==> src/rtl/core/lbmc_pkg.sv <==
// Package for the LED brightness and mode controller: types, constants, duty tables.
`default_nettype none

package lbmc_pkg;

    // Field widths
    localparam int ARG_W   = 16;
    localparam int CODE_W  = 4;
    localparam int LEVEL_W = 3;
    localparam int DUTY_W  = 8;
    localparam int MODE_W  = 2;

    // Brightness range and hold repeat period
    localparam logic [LEVEL_W-1:0] TOP_LEVEL   = 3'd6;
    localparam int                 HOLD_PERIOD = 24;

    // Last valid duty table index
    localparam logic [LEVEL_W-1:0] TAB_LAST = 3'd6;

    // Divisibility test by HOLD_PERIOD through a scaled reciprocal.
    // With m = ceil(2^K / P) and K = ARG_W + 8 (P < 256),
    // arg % P == 0 exactly when the low K bits of arg * m are below m.
    localparam int HOLD_SHIFT = ARG_W + 8;
    localparam int RECIP_W    = HOLD_SHIFT + 1;
    localparam int PROD_W     = ARG_W + RECIP_W;
    localparam logic [RECIP_W-1:0] HOLD_RECIP =
        RECIP_W'(((64'd1 << HOLD_SHIFT) + HOLD_PERIOD - 1) / HOLD_PERIOD);

    localparam logic [DUTY_W-1:0] SMALL_DUTY_TAB [7] = '{
        8'd3, 8'd18, 8'd110, 8'd255, 8'd255, 8'd255, 8'd0
    };
    localparam logic [DUTY_W-1:0] LARGE_DUTY_TAB [7] = '{
        8'd0, 8'd0, 8'd0, 8'd9, 8'd58, 8'd138, 8'd255
    };

    typedef enum logic [MODE_W-1:0] {
        MODE_OFF    = 2'd0,
        MODE_STEADY = 2'd1,
        MODE_LOCK   = 2'd2
    } t_mode;

    typedef enum logic [CODE_W-1:0] {
        EV_PRESS       = 4'd0,
        EV_HOLD        = 4'd1,
        EV_RELEASE     = 4'd2,
        EV_CLICK1      = 4'd3,
        EV_CLICK2      = 4'd4,
        EV_CLICK4      = 4'd5,
        EV_HOT         = 4'd6,
        EV_COOL        = 4'd7,
        EV_TICK        = 4'd8,
        EV_LOW_VOLTAGE = 4'd9
    } t_event;

    typedef struct packed {
        logic [CODE_W-1:0] event_code;
        logic [ARG_W-1:0]  event_arg;
    } t_in_word;

    typedef struct packed {
        logic               handled;
        logic [MODE_W-1:0]  mode_now;
        logic [LEVEL_W-1:0] level_now;
        logic [DUTY_W-1:0]  duty_small_channel;
        logic [DUTY_W-1:0]  duty_large_channel;
        logic               standby_request;
    } t_out_word;

    typedef struct packed {
        t_mode              mode;
        logic [LEVEL_W-1:0] cur_level;
        logic [LEVEL_W-1:0] mem_level;
        logic [LEVEL_W-1:0] goal_level;
        logic [DUTY_W-1:0]  duty_small;
        logic [DUTY_W-1:0]  duty_large;
    } t_state;

    localparam t_state STATE_RESET = '{
        mode:       MODE_OFF,
        cur_level:  3'd0,
        mem_level:  3'd1,
        goal_level: 3'd0,
        duty_small: 8'd3,
        duty_large: 8'd0
    };

    localparam logic [ARG_W-1:0] STANDBY_DELAY_RESET = 16'd62;

    function automatic logic [LEVEL_W-1:0] tab_ix(input logic [LEVEL_W-1:0] lv);
        return (lv > TAB_LAST) ? TAB_LAST : lv;
    endfunction

    function automatic logic [DUTY_W-1:0] small_duty(input logic [LEVEL_W-1:0] lv);
        return SMALL_DUTY_TAB[tab_ix(lv)];
    endfunction

    function automatic logic [DUTY_W-1:0] large_duty(input logic [LEVEL_W-1:0] lv);
        return LARGE_DUTY_TAB[tab_ix(lv)];
    endfunction

    function automatic logic hold_hit(input logic [ARG_W-1:0] arg);
        logic [PROD_W-1:0] prod;
        prod = PROD_W'(arg) * PROD_W'(HOLD_RECIP);
        return {1'b0, prod[HOLD_SHIFT-1:0]} < HOLD_RECIP;
    endfunction

endpackage

`default_nettype wire

==> src/rtl/core/led_brightness_mode_controller.sv <==
// Top level of the LED brightness and mode controller.
//
//  channel | direction | handshake             | word
//  --------+-----------+-----------------------+-------------------------------
//  in      | sink      | i_in_valid/o_in_stall | t_in_word: event_code, event_arg
//  out     | source    | o_out_valid/i_out_stall | t_out_word: six result fields
//  cfg     | sink      | i_cfg_valid/o_cfg_ready | standby_delay, 16 bit
//
// One word per cycle sustained while the result register is not stalled.
// A word is registered in the input register, then one step of event logic
// updates the state and loads the result register.
// Reset (i_rst_n low, synchronous) restores mode off, level 0, memorized
// level 1 and the duty registers to 3/0; standby_delay returns to 62.
// A stalled result register holds; the input register still takes one more
// word behind it, and o_in_stall rises only when both are full.
`default_nettype none

module led_brightness_mode_controller (
    input  wire logic                       i_clk,
    input  wire logic                       i_rst_n,
    // event input
    input  wire logic                       i_in_valid,
    output logic                            o_in_stall,
    input  var  lbmc_pkg::t_in_word         i_in_data,
    // result output
    output logic                            o_out_valid,
    input  wire logic                       i_out_stall,
    output lbmc_pkg::t_out_word             o_out_data,
    // standby_delay register write
    input  wire logic                       i_cfg_valid,
    output logic                            o_cfg_ready,
    input  wire logic [lbmc_pkg::ARG_W-1:0] i_cfg_data
);

    // input stage
    logic                        r_in_valid, n_in_valid;
    lbmc_pkg::t_in_word          r_in_word;

    // controller state
    lbmc_pkg::t_state            r_state, n_state;
    logic [lbmc_pkg::ARG_W-1:0]  r_standby_delay;

    // result stage
    logic                        r_out_valid, n_out_valid;
    lbmc_pkg::t_out_word         r_out_word, n_out_word;

    logic                        w_in_take;   // word accepted into input reg
    logic                        w_advance;   // input reg word stepped this cycle

    lbmc_step u_step (
        .i_state         (r_state),
        .i_word          (r_in_word),
        .i_standby_delay (r_standby_delay),
        .o_state         (n_state),
        .o_result        (n_out_word)
    );

    // step fires when the result register is free or being emptied
    assign w_advance  = r_in_valid && (!r_out_valid || !i_out_stall);
    assign o_in_stall = r_in_valid && !w_advance;
    assign w_in_take  = i_in_valid && !o_in_stall;

    always_comb begin
        n_in_valid = r_in_valid;
        if (w_in_take) begin
            n_in_valid = 1'b1;
        end else if (w_advance) begin
            n_in_valid = 1'b0;
        end

        n_out_valid = r_out_valid;
        if (w_advance) begin
            n_out_valid = 1'b1;
        end else if (!i_out_stall) begin
            n_out_valid = 1'b0;
        end
    end

    always_ff @(posedge i_clk) begin
        if (!i_rst_n) begin
            r_in_valid      <= 1'b0;
            r_out_valid     <= 1'b0;
            r_state         <= lbmc_pkg::STATE_RESET;
            r_standby_delay <= lbmc_pkg::STANDBY_DELAY_RESET;
        end else begin
            r_in_valid  <= n_in_valid;
            r_out_valid <= n_out_valid;
            if (w_advance) begin
                r_state <= n_state;
            end
            if (i_cfg_valid) begin
                r_standby_delay <= i_cfg_data;
            end
        end
    end

    // payload registers
    always_ff @(posedge i_clk) begin
        if (w_in_take) begin
            r_in_word <= i_in_data;
        end
        if (w_advance) begin
            r_out_word <= n_out_word;
        end
    end

    assign o_cfg_ready = 1'b1;
    assign o_out_valid = r_out_valid;
    assign o_out_data  = r_out_word;

    // brightness level never leaves the table range
    a_level_range: assert property (@(posedge i_clk) disable iff (!i_rst_n)
        r_state.cur_level <= lbmc_pkg::TOP_LEVEL)
        else $error("level above top");

    // standby only comes with off as the new mode or from a lockout tick
    a_standby_mode: assert property (@(posedge i_clk) disable iff (!i_rst_n)
        (w_advance && n_out_word.standby_request) |->
        (n_out_word.mode_now == lbmc_pkg::MODE_OFF ||
         n_out_word.mode_now == lbmc_pkg::MODE_LOCK))
        else $error("standby outside off or lockout");

    // a stepped word always lands in the result register
    a_step_lands: assert property (@(posedge i_clk) disable iff (!i_rst_n)
        w_advance |=> (r_out_valid && r_out_word == $past(n_out_word)))
        else $error("stepped word lost");

endmodule

`default_nettype wire

==> src/rtl/core/lbmc_step.sv <==
// Single-step event logic: next controller state and result word.
`default_nettype none

module lbmc_step (
    input  var lbmc_pkg::t_state    i_state,
    input  var lbmc_pkg::t_in_word  i_word,
    input  wire logic [lbmc_pkg::ARG_W-1:0] i_standby_delay,
    output lbmc_pkg::t_state        o_state,
    output lbmc_pkg::t_out_word     o_result
);

    lbmc_pkg::t_state               st;
    logic                           handled;
    logic                           sleep;
    logic                           entry;
    logic [lbmc_pkg::LEVEL_W-1:0]   entry_lv;
    logic                           set_lv;
    logic [lbmc_pkg::LEVEL_W-1:0]   new_lv;
    lbmc_pkg::t_event               ev;

    always_comb begin
        st       = i_state;
        handled  = 1'b0;
        sleep    = 1'b0;
        entry    = 1'b0;
        entry_lv = '0;
        set_lv   = 1'b0;
        new_lv   = '0;
        ev       = lbmc_pkg::t_event'(i_word.event_code);

        if (ev == lbmc_pkg::EV_LOW_VOLTAGE) begin
            // handled by no mode; step down or drop to off
            if (i_state.cur_level != '0) begin
                set_lv        = 1'b1;
                new_lv        = i_state.cur_level - 3'd1;
                st.goal_level = i_state.cur_level - 3'd1;
            end else begin
                st.mode = lbmc_pkg::MODE_OFF;
                sleep   = 1'b1;
            end
        end else begin
            unique case (i_state.mode)
                lbmc_pkg::MODE_OFF: begin
                    handled = 1'b1;
                    unique case (ev)
                        lbmc_pkg::EV_PRESS: begin
                            set_lv = 1'b1;
                            new_lv = '0;
                        end
                        lbmc_pkg::EV_HOLD: begin
                            entry    = 1'b1;
                            entry_lv = '0;
                        end
                        lbmc_pkg::EV_RELEASE: begin
                            set_lv = 1'b1;
                            new_lv = i_state.mem_level;
                        end
                        lbmc_pkg::EV_CLICK1: begin
                            entry    = 1'b1;
                            entry_lv = i_state.mem_level;
                        end
                        lbmc_pkg::EV_CLICK2: begin
                            entry    = 1'b1;
                            entry_lv = lbmc_pkg::TOP_LEVEL;
                        end
                        lbmc_pkg::EV_CLICK4: begin
                            st.mode = lbmc_pkg::MODE_LOCK;
                        end
                        default: handled = 1'b0;
                    endcase
                end
                lbmc_pkg::MODE_STEADY: begin
                    handled = 1'b1;
                    unique case (ev)
                        lbmc_pkg::EV_CLICK1: begin
                            st.mode = lbmc_pkg::MODE_OFF;
                            sleep   = 1'b1;
                        end
                        lbmc_pkg::EV_CLICK2: begin
                            set_lv = 1'b1;
                            if (i_state.cur_level < lbmc_pkg::TOP_LEVEL) begin
                                st.mem_level  = i_state.cur_level;
                                st.goal_level = lbmc_pkg::TOP_LEVEL;
                                new_lv        = lbmc_pkg::TOP_LEVEL;
                            end else begin
                                st.goal_level = i_state.mem_level;
                                new_lv        = i_state.mem_level;
                            end
                        end
                        lbmc_pkg::EV_HOLD: begin
                            if (lbmc_pkg::hold_hit(i_word.event_arg)) begin
                                // ramp wraps from top back to zero
                                new_lv = (i_state.cur_level >= lbmc_pkg::TOP_LEVEL) ?
                                         '0 : i_state.cur_level + 3'd1;
                                set_lv        = 1'b1;
                                st.mem_level  = new_lv;
                                st.goal_level = new_lv;
                            end
                        end
                        lbmc_pkg::EV_HOT: begin
                            if (i_state.cur_level > 3'd1) begin
                                set_lv = 1'b1;
                                new_lv = i_state.cur_level - 3'd1;
                            end
                        end
                        lbmc_pkg::EV_COOL: begin
                            if (i_state.cur_level < i_state.goal_level) begin
                                set_lv = 1'b1;
                                new_lv = i_state.cur_level + 3'd1;
                            end
                        end
                        default: handled = 1'b0;
                    endcase
                end
                lbmc_pkg::MODE_LOCK: begin
                    if (ev == lbmc_pkg::EV_TICK) begin
                        handled       = 1'b1;
                        st.duty_small = '0;
                        st.duty_large = '0;
                        sleep         = (i_word.event_arg > i_standby_delay);
                    end else if (ev == lbmc_pkg::EV_CLICK4) begin
                        handled  = 1'b1;
                        entry    = 1'b1;
                        entry_lv = 3'd1;
                    end
                end
                default: handled = 1'b0;
            endcase
        end

        // steady entry rule
        if (entry) begin
            st.mode = lbmc_pkg::MODE_STEADY;
            if (entry_lv != '0 && entry_lv < lbmc_pkg::TOP_LEVEL) begin
                st.mem_level = entry_lv;
            end
            st.goal_level = entry_lv;
            set_lv        = 1'b1;
            new_lv        = entry_lv;
        end

        if (set_lv) begin
            st.cur_level  = new_lv;
            st.duty_small = lbmc_pkg::small_duty(new_lv);
            st.duty_large = lbmc_pkg::large_duty(new_lv);
        end
    end

    assign o_state = st;

    assign o_result = '{
        handled:            handled,
        mode_now:           st.mode,
        level_now:          st.cur_level,
        duty_small_channel: st.duty_small,
        duty_large_channel: st.duty_large,
        standby_request:    sleep
    };

endmodule

`default_nettype wire

==> config.mk <==
export PLATFORM = sky130hd
export DESIGN_NAME = led_brightness_mode_controller
export DESIGN_NICKNAME = d
export VERILOG_FILES = /design/src/rtl/core/lbmc_pkg.sv /design/src/rtl/core/led_brightness_mode_controller.sv /design/src/rtl/core/lbmc_step.sv
export SDC_FILE = /design/constraint.sdc
export NUM_CORES = 1
export LEC_CHECK = 0
export BUFFER_PORTS_ARGS = -buffer_cell sky130_fd_sc_hd__buf_2
export CORE_MARGIN = 2
export CORE_UTILIZATION = 46
export DETAILED_ROUTE_END_ITERATION = 10
export SYNTH_ARGS = -nofsm -noshare
export SYNTH_HDL_FRONTEND = slang
export SYNTH_SLANG_ARGS = --single-unit
==> constraint.sdc <==
create_clock -name i_clk -period 19.4 [get_ports i_clk]
set_clock_uncertainty 0.1 [all_clocks]
set_input_delay 3.88 -clock i_clk [delete_from_list [all_inputs] [get_ports i_clk]]
set_output_delay 3.88 -clock i_clk [all_outputs]
set_load 0.005 [all_outputs]
* Yosys cells after proc, flatten, opt, wreduce, memory -nomap -nowiden
Memories as Yosys holds them, arrays and structs flattened.
Cells that the tools add are included.
W data, S select, Z words.
** Word-level totals
- Register bits :: 88
- Memory bits (read-only) :: 128
- Input port bits :: 41
- Memories :: 2
** Operators by class
- $add $sub $neg :: 2
- Multiply operators :: 1
- $lt $le $gt $ge :: 9
- Equal/unequal tests :: 14
- Mux-type cells :: 68
- Bitwise logic cells :: 1
- Reduce and logical (&&, ||, !) cells :: 21
** Memories
- (name not given) :: words 8, bits a word 8, rd ports 1, clocked after Yosys merged registers in 0, write ports 0, line lbmc_pkg.sv:94 : return SMALL_DUTY_TAB[tab_ix(lv)];
- (name not given) :: words 8, bits a word 8, rd ports 1, clocked after Yosys merged registers in 0, write ports 0, line lbmc_pkg.sv:98 : return LARGE_DUTY_TAB[tab_ix(lv)];
** Operator list (number)
- $mux W16 :: 4
- $mux W3 :: 17
- $mux W8 :: 4
- $lt A24 B20 Y1 const B :: 1
- $mul A16 B20 Y24 const B :: 1
- $mux W1 :: 24
- $mux W6 :: 3
- $pmux W3 S2 :: 3
- $eq A4 B3 Y1 const B :: 4
- $gt A16 B16 Y1 :: 1
- $pmux W3 S4 :: 1
- $pmux W6 S2 :: 1
- $mux W2 :: 5
- $reduce_bool A3 Y1 :: 3
- $eq A4 B2 Y1 const B :: 2
- $eq A4 B4 Y1 const B :: 2
- $lt A3 B3 Y1 const B :: 2
- $pmux W1 S2 :: 3
- $reduce_or A6 Y1 :: 1
- $reduce_and A5 Y1 :: 1
- $reduce_or A5 Y1 :: 1
- $eq A4 B1 Y1 const B :: 1
- $ge A4 B4 Y1 const B :: 1
- $logic_and A1 B1 Y1 :: 4
- 23 further kinds :: 26

* Depth between registers and ports, before layout
Gate-level depths: netlist of run 1.
- Depth after elaboration :: 14
- Mapped depth :: 28

* By module
From an unflattened synthesis of run 1, not the netlist that was laid out.
** Unflattened totals
- Cell total of the unflattened synthesis :: 951
- Area total of the unflattened synthesis :: 8928.6 sq um
** By module, submodules not included
- lbmc_step :: instances 1, cells each 729, area an instance 5836.8 sq um, sequential area each 0.0 sq um
- led_brightness_mode_controller :: instances 1, cells each 222, area an instance 3091.7 sq um, sequential area each 2192.1 sq um

* Worst setup path before layout of run 1
Ideal clock, no wire load.
- Path kind :: in2out
- Start :: input port i_out_stall
- End :: output port o_in_stall
- Data arrival time :: 4.068 ns
- Required time :: 15.420 ns
- Slack :: 11.352 ns
- Cell stages on the path :: 1
- Cell sequence :: and3_1
** Between the ends
- Longest elaborated chain between the ends :: 5
** RTL lines
- from (decl) :: line led_brightness_mode_controller.sv:27 : input wire logic i_out_stall,
- $logic_not A1 Y1
- $logic_or A1 B1 Y1 :: line led_brightness_mode_controller.sv:59 : assign w_advance = r_in_valid && (!r_out_valid || !i_out_stall);
- $logic_and A1 B1 Y1 :: line led_brightness_mode_controller.sv:59
- $logic_not A1 Y1 :: line led_brightness_mode_controller.sv:60 : assign o_in_stall = r_in_valid && !w_advance;
- $logic_and A1 B1 Y1 :: line led_brightness_mode_controller.sv:60
- to (decl) :: line led_brightness_mode_controller.sv:23 : output logic o_in_stall,
No other way between the ends.

* Final worst setup path of run 1
Ends and elaborated chain as after synthesis.

==> results of run 1 <==
[synthesized netlist by cell type (3+ instances only)]
cell	n	area, um2
inv_1	131	492
ha_1	108	1350
nand2_1	67	251
fa_1	62	1240
dfxtp_1	45	901
o21ai_0	44	220
edfxtp_1	43	1290
a21oi_1	35	175
nor2_1	24	90.1
nor2b_1	24	150
clkbuf_1	22	82.6
a21o_1	17	128
mux2i_1	15	150
nand3_1	15	75.1
nand2b_1	14	87.6
o21a_1	12	90.1
xnor2_1	12	105
o211ai_1	11	82.6
a31oi_1	9	56.3
a22o_1	8	70.1
nand4_1	8	50.1
xor2_1	8	70.1
a211oi_1	7	52.6
and3_1	7	43.8
nor3_1	7	35.0
and2_1	6	37.5
o21ai_1	5	25.0
a2111oi_0	4	35.0
o211a_1	4	40.0
o2bb2ai_1	4	35.0
a211o_1	3	26.3
a221o_1	3	30.0
a22oi_1	3	22.5
and3b_1	3	26.3
mux2_2	3	33.8
nor3b_1	3	22.5
o2111ai_1	3	26.3
or3_1	3	18.8
[cells in the final DEF, fill, tap and decap left out, types with 4 or more instances in the layout]
cell type	netlist	routed
inv_1	131	131
xor2_1	8	8
nor2_1	24	24
dfxtp_1	45	45
o211a_1	4	4
nand4_1	8	8
and3_1	7	7
nand2_1	67	67
nor3_1	7	7
a21oi_1	35	35
nand2b_1	14	14
o211ai_1	11	11
mux2i_1	15	15
and2_1	6	6
o2bb2ai_1	4	4
o21ai_0	44	44
a211oi_1	7	7
o21a_1	12	12
nor2b_1	24	23
buf_2	2	65
a2111oi_0	4	4
fa_1	62	62
ha_1	108	108
edfxtp_1	43	43
xnor2_1	12	12
clkbuf_16	0	9
nand3_1	15	15
a22o_1	8	8
o21ai_1	5	5
a31oi_1	9	9
a21o_1	17	17
[flip-flops by register name, indices dropped and copies added, names as in the netlist]
signal / count
r_in_word: 20
r_state: 27
r_in_valid: 1
r_standby_delay: 16
o_out_valid: 1
o_out_data: 23
[worst max-delay path: cells and delay by family]
kind	cells	cell delay [ns]
AND/OR/NAND/NOR	1	0.20
buffers and inverters	2	0.24
[worst paths after layout]
| kind | startpoint | to | slack (ns) | cells past startpoint |
|---|---|---|---|---|
| hold reg to reg | r_state[11] | r_state[11] | 0.35 | 1 |
| setup reg to reg | r_in_word[1] | o_out_data[8] | 11.33 | 23 |
| hold / removal | r_state[11] | r_state[11] | 0.35 | 1 |
| setup / recovery | i_out_stall | o_in_stall | 11.10 | 3 |
[power by group through the flow]
stage / clock (mW) / combinational (mW) / sequential [mW]
after floorplan: 0 / 1.01 / 0.214
after global placement: 0 / 1.26 / 0.218
after detailed placement: 0 / 1.26 / 0.218
after CTS: 0.190 / 1.27 / 0.213
after global routing: 0.197 / 1.43 / 0.214
final: 0.184 / 1.26 / 0.213
[metal layers]
| metal | track usage (%) | share of wire [%] | vias to the layer above |
|---|---|---|---|
| li1 | - | - | 3109 |
| met1 | 26.0 | 44 | 3046 |
| met2 | 36.3 | 51 | 143 |
| met3 | 3.22 | 3.8 | 23 |
| met4 | 5.75 | 1.5 | 0 |
| met5 | 0 | 0 | - |
[cell type report]
class	count	area, um2
tap	229	287
clock inverter	7	91.3
inverter	133	499
fill	1690	8660
clock buffer	9	225
multi-input combinational	612	5470
timing repair buffer	68	348
sequential	88	2190
[cell families after synthesis]
group,share of synthesized area (%)
simple gates,12.2
flops,26.5
fa+ha+maj,31.3
mux,2.22
xor+xnor,2.12
compound gates,18.2
other cells,0.0453
buf+inv,7.42
[through the flow]
stage	cell area, um2	hold slack, ns	total power, mW	std cells	setup slack, ns
CTS	9120	0.356	1.67	1146	11.10
global route	9120	0.379	1.84	1146	10.79
global placement	8800	0.335	1.48	1130	11.10
detailed placement	8800	0.339	1.48	1130	11.10
finish	9120	0.352	1.66	1146	11.10
floorplan	8280	0.326	1.22	861	11.35
==> summary.txt, run 1 <==
Logic synthesis
  – Seq/Total Area, Yosys: 26.5%
  – Gate Count Post-Synth: 861
  – Synthesis Warnings: 0
  – Synth Register Bits: 88
  – Cell Area, Synth: 8280 um2
  – Fraction of registers with async set/reset: 0%
  – Post-synth EDFFs: 43
  – Post-Syn Nets: 1072
  – Cell variety after synth: 77
  – Dominant synthesized flop cell: dfxtp_1
  – Syn avg cell area: 9.61 um2

Run status
  – Status: completed

Floorplanning
  – Die ar.: 19100 um2
  – Io pins: 67
  – Rows: 49
  – Starting density of the core: 46.6%
  – CORE AREA: 17800 um2
  – Die height: 138 um
  – Chip width: 138 um

STA
  – Fin. Hold Viols: 0
  – Final Setup Violations: 0
  – Relative slew margins: 52.8%
  – Setup TNS: 0 ns
  – Slew Limit Fails: 0
  – Slew @ Worst Pin: 0.708 ns
  – Max Freq: 0.120 GHz
  – Setup repair after global routing missed its margin: no
  – Final worst-path cycle share: 42.8%
  – Minimum clock period: 8.30 ns

Clock tree
  – Root Buffer: clkbuf_16
  – Clock slew at reported path FFs: 0.07 ns
  – # hold bufs at CTS: 0
  – CTS H-Tree Depth: 3
  – Clock buffer count from CTS: 9
  – Worst skew pair latency: 0.35 ns
  – Setup Fix Bufs, Post-CTS: 0
  – Clock buffer depth: 2
  – CTS tree: built
  – Clock Sinks: 88
  – Resized cells post-CTS: 0

Route
  – Drc violations: 0
  – Vias per cell: 5.52
  – Routed WL: 19.1 mm
  – 1st-iter DRT viols: 314
  – DR vias: 6321
  – DR WL/cell: 16.7 um
  – Detail Route Antenna Nets: 0
  – Pre-Repair DR Iteration Count: 5

Setup path
  – Most used cell, CP: buf_2
  – Critical-path top delay cell: and3_1
  – Arrival time worst endpoint: 4.32 ns
  – Critical path data required time: 15.42 ns
  – Cells along the critical path: buf_2 -> and3_1 -> buf_2
  – Largest stage delay on the critical path: 0.20 ns
  – CP Capture Type: output pin
  – CP Launch Type: input port
  – Worst Path Max Fanout: 3
  – Critical path class: input port to output pin

Layout
  – Utilization after layout: 51.3%
  – Diodes inserted: 0
  – Share of cells above drive strength 1: 11.7%
  – Area Growth Syn to Fin: 10.1%
  – Post-layout net count: 1123

Power and ir drop
  – Power per cell area: 182 nW/um2
  – Sequential share of power: 12.8%
  – Power share of the combinational group: 76.1%
  – Clock group share of total power: 11.1%
  – VDD IR max: 289 uV
  – Psw: 0.835 mW
  – Leak pwr: 4.27 nW
  – Switch share: 50.3%
  – Power Internal: 0.826 mW

GRT
  – Total global routing overflow: 0
  – GRT Util Overall: 20.5%
  – First-pass GRT wire length: 31.6 mm
  – Initial antenna violation count: 0
  – Largest net degree at the start of global routing: 35
  – Vias in the first global route: 6351

Job
  – Maxcap violations: 0

Placed design
  – Detail Placement HPWL: 15.4 mm
  – Routability Congestion: 0.903
  – Port Buffers: 65

Min path
  – Hold Path Class: register to register
Power figures use the tool's default switching activity.
==> inputs of run 2 (changes only) <==
--- a/config.mk
+++ b/config.mk
@@ -5,6 +5,7 @@
 export SDC_FILE = /design/constraint.sdc
 export NUM_CORES = 1
 export LEC_CHECK = 0
+export ABC_AREA = 1
 export BUFFER_PORTS_ARGS = -buffer_cell sky130_fd_sc_hd__buf_2
 export CORE_MARGIN = 2
 export CORE_UTILIZATION = 46
==> constraint.sdc (replaced) <==
create_clock -name i_clk -period 7.95 [get_ports i_clk]
set_clock_uncertainty 0.1 [all_clocks]
set_input_delay 1.59 -clock i_clk [delete_from_list [all_inputs] [get_ports i_clk]]
set_output_delay 1.59 -clock i_clk [all_outputs]
set_load 0.005 [all_outputs]
==> summary.txt, run 2 <==
Job
  – Maxcap violations: 0 (unchanged)

Logic synthesis
  – Syn avg cell area: 7.99 um2 (-17%)
  – Leading area contributor after synthesis: ha_1
  – Synth Register Bits: 88 (unchanged)
  – Post-synth top cells: 220 x inv_1, 184 x nand2_1, 108 x ha_1, 90 x nor2_1, 62 x fa_1
  – Seq/Total Area, Yosys: 26.1% (-0.39 points)
  – Gate Count Post-Synth: 1052 (+22%)
  – Post-synth EDFFs: 43 (unchanged)
  – Fraction of registers with async set/reset: 0% (unchanged)
  – Dominant synthesized flop cell: dfxtp_1
  – Top cells by area, synth: ha_1 16%, edfxtp_1 15%, fa_1 15%
  – Post-Syn Nets: 1263 (+18%)
  – Cell variety after synth: 46 (-40%)
  – Share of the synthesized area in the top cell type: 16.1% (-0.24 points)
  – Count leader, synth: inv_1
  – Cell Area, Synth: 8400 um2 (+1.5%)
  – Synthesis Warnings: 0 (unchanged)

Placed design
  – Detail Placement HPWL: 16.9 mm (+10%)
  – Port Buffers: 65 (unchanged)
  – Placed instance count: 1330 (+18%)
  – Routability Congestion: 0.926 (+2.6%)
  – Setup slack at placement: 0.598 ns (-10.50 ns)

GRT
  – First-pass GRT wire length: 33.8 mm (+7.0%)
  – GRT Util Overall: 21.5% (+1.0 points)
  – Total global routing overflow: 0 (unchanged)
  – Largest net degree at the start of global routing: 52 (+49%)
  – Vias in the first global route: 6606 (+4.0%)
  – Initial antenna violation count: 0 (unchanged)

Route
  – Drc violations: 0 (unchanged)
  – Routed WL: 20.4 mm (+6.9%)
  – 1st-iter DRT viols: 401 (+28%)
  – Pre-Repair DR Iteration Count: 5 (unchanged)
  – DR vias: 6799 (+7.6%)
  – Vias per cell: 5.03 (-8.8%)
  – DR WL/cell: 15.1 um (-9.4%)
  – Detail Route Antenna Nets: 0 (unchanged)

Clock tree
  – # hold bufs at CTS: 0 (unchanged)
  – Worst skew pair latency: 0.34 ns (about the same)
  – CTS H-Tree Depth: 3 (unchanged)
  – Clock buffer count from CTS: 9 (unchanged)
  – Clock slew at reported path FFs: 0.07 ns (about the same)
  – Clock buffer depth: 2 (unchanged)
  – Root Buffer: clkbuf_16
  – CTS tree: built
  – Clock Sinks: 88 (unchanged)

Setup path
  – Critical path class: register to register
  – Critical path data required time: 7.95 ns (-7.47 ns)
  – CP Capture Type: register
  – Worst Path Max Fanout: 5 (+2)
  – Most used cell, CP: inv_1
  – Arrival time worst endpoint: 7.24 ns (+2.92 ns)
  – R2R setup slack: 0.71 ns (-10.62 ns)
  – CP Launch Type: register
  – Largest stage delay on the critical path: 0.60 ns (+0.40 ns)
  – Critical-path top delay cell: fa_2

Layout
  – Post-layout net count: 1328 (+18%)
  – Area Growth Syn to Fin: 10.5%
  – Diodes inserted: 0 (unchanged)
  – Commonest non-fill, non-tap cell in the layout: inv_1
  – Fill cells: 1759 (+4.1%)
  – Max reg flops: 27 (unchanged)
  – Largest reg by FF count: r_state
  – Fin cells: 1351 (+18%)
  – Share of cells above drive strength 1: 12.5% (+0.81 points)
  – Utilization after layout: 51.7% (+0.42 points)
  – Most frequent cells in the layout: 220 x inv_1, 184 x nand2_1, 108 x ha_1

Power and ir drop
  – Leak pwr: 4.88 nW (+14%)
  – Power per cell area: 456 nW/um2 (+150%)
  – VDD IR max: 348 uV (+20%)

Run status
  – Status: completed

STA
  – Setup TNS: 0 ns (unchanged)
  – Setup ws final: 0.711 ns (-10.38 ns)
  – Slew Limit Fails: 0 (unchanged)
  – Final worst-path cycle share: 91.1%
  – Max Freq: 0.138 GHz
  – Minimum clock period: 7.24 ns
  – Final Setup Violations: 0 (unchanged)
  – Relative slew margins: 34.4% (-18 points)
  – Fin. Hold Viols: 0 (unchanged)
  – Slew @ Worst Pin: 0.984 ns (+0.276 ns)
  – Setup repair after global routing missed its margin: no

Floorplanning
  – Die ar.: 19400 um2 (+1.5%)
  – Starting density of the core: 46.8% (+0.22 points)
  – CORE AREA: 18000 um2 (+1.0%)
  – Io pins: 67 (unchanged)
  – Chip width: 139 um (+0.73%)
  – Die height: 139 um (+0.73%)
  – Rows: 49 (unchanged)

Min path
  – Hold Path Class: register to register
## run 2: worst paths after layout
kind,cells past startpoint,end,from
setup / recovery,36,o_out_data[16],r_in_word[1]
hold / removal,2,r_standby_delay[1],r_standby_delay[1]
setup reg to reg,36,o_out_data[16],r_in_word[1]
hold reg to reg,2,r_standby_delay[1],r_standby_delay[1]
## run 2: cell families after synthesis
| kind of cell | count (synthesis) | synth area share (%) |
|---|---|---|
| compound gates | 146 | 9.86 |
| xor+xnor | 13 | 1.35 |
| fa+ha+maj | 170 | 30.9 |
| buf+inv | 248 | 11.4 |
| flops | 88 | 26.1 |
| other cells | 1 | 0.0446 |
| simple gates | 386 | 20.4 |
## run 2: where the power goes
group | internal, mW | switching (mW) | leakage (nW) | total [mW]
combinational | 1.19 | 2.09 | 3.95 | 3.28
sequential | 0.511 | 0.0231 | 0.787 | 0.534
clock | 0.221 | 0.198 | 0.143 | 0.419
## run 2: cell type report
class / instances / area (um2) / share of cell area [%]
Timing Repair Buffer: 72 / 378 / 4.07
Inverter: 230 / 868 / 9.35
Clock buffer: 9 / 225 / 2.43
Multi-Input combinational cell: 716 / 5260 / 56.7
Sequential cell: 88 / 2190 / 23.6
Tap cell: 229 / 287 / 3.09
Clock inverter: 7 / 72.6 / 0.782
## run 2: worst max-delay path, delay by kind of cell (launching register included)
family | cells | cell delay (ns)
and+or+nand+nor | 17 | 2.04
AOI/OAI and AO/OA | 1 | 0.06
adders and majority gates | 9 | 3.73
DFF | 1 | 0.44
buffers and inverters | 9 | 0.66
## run 2: repair_timing
item                       4_1_cts  5_1_grt
setup buffers                    0        5
resized for setup                0        1
setup endpoints to repair        0       11
hold endpoints to repair         0        0
## run 2: per-layer routing
| layer | global-route usage, % | up-vias | share of wire, % |
|---|---|---|---|
| li1 | - | 3489 | - |
| met3 | 2.49 | 18 | 3.7 |
| met2 | 32.7 | 130 | 44 |
| met1 | 33.5 | 3162 | 51 |
| met4 | 3.30 | 0 | 0.99 |
| met5 | 0 | - | 0 |
## run 2: metrics by stage
step	hold slack (ns)	instance area, um2	total power, mW
floorplan	0.333	8400	3.07
global placement	0.353	8950	3.78
detailed placement	0.359	8950	3.80
CTS	0.370	9250	4.25
global route	0.396	9290	4.77
finish	0.367	9290	4.23
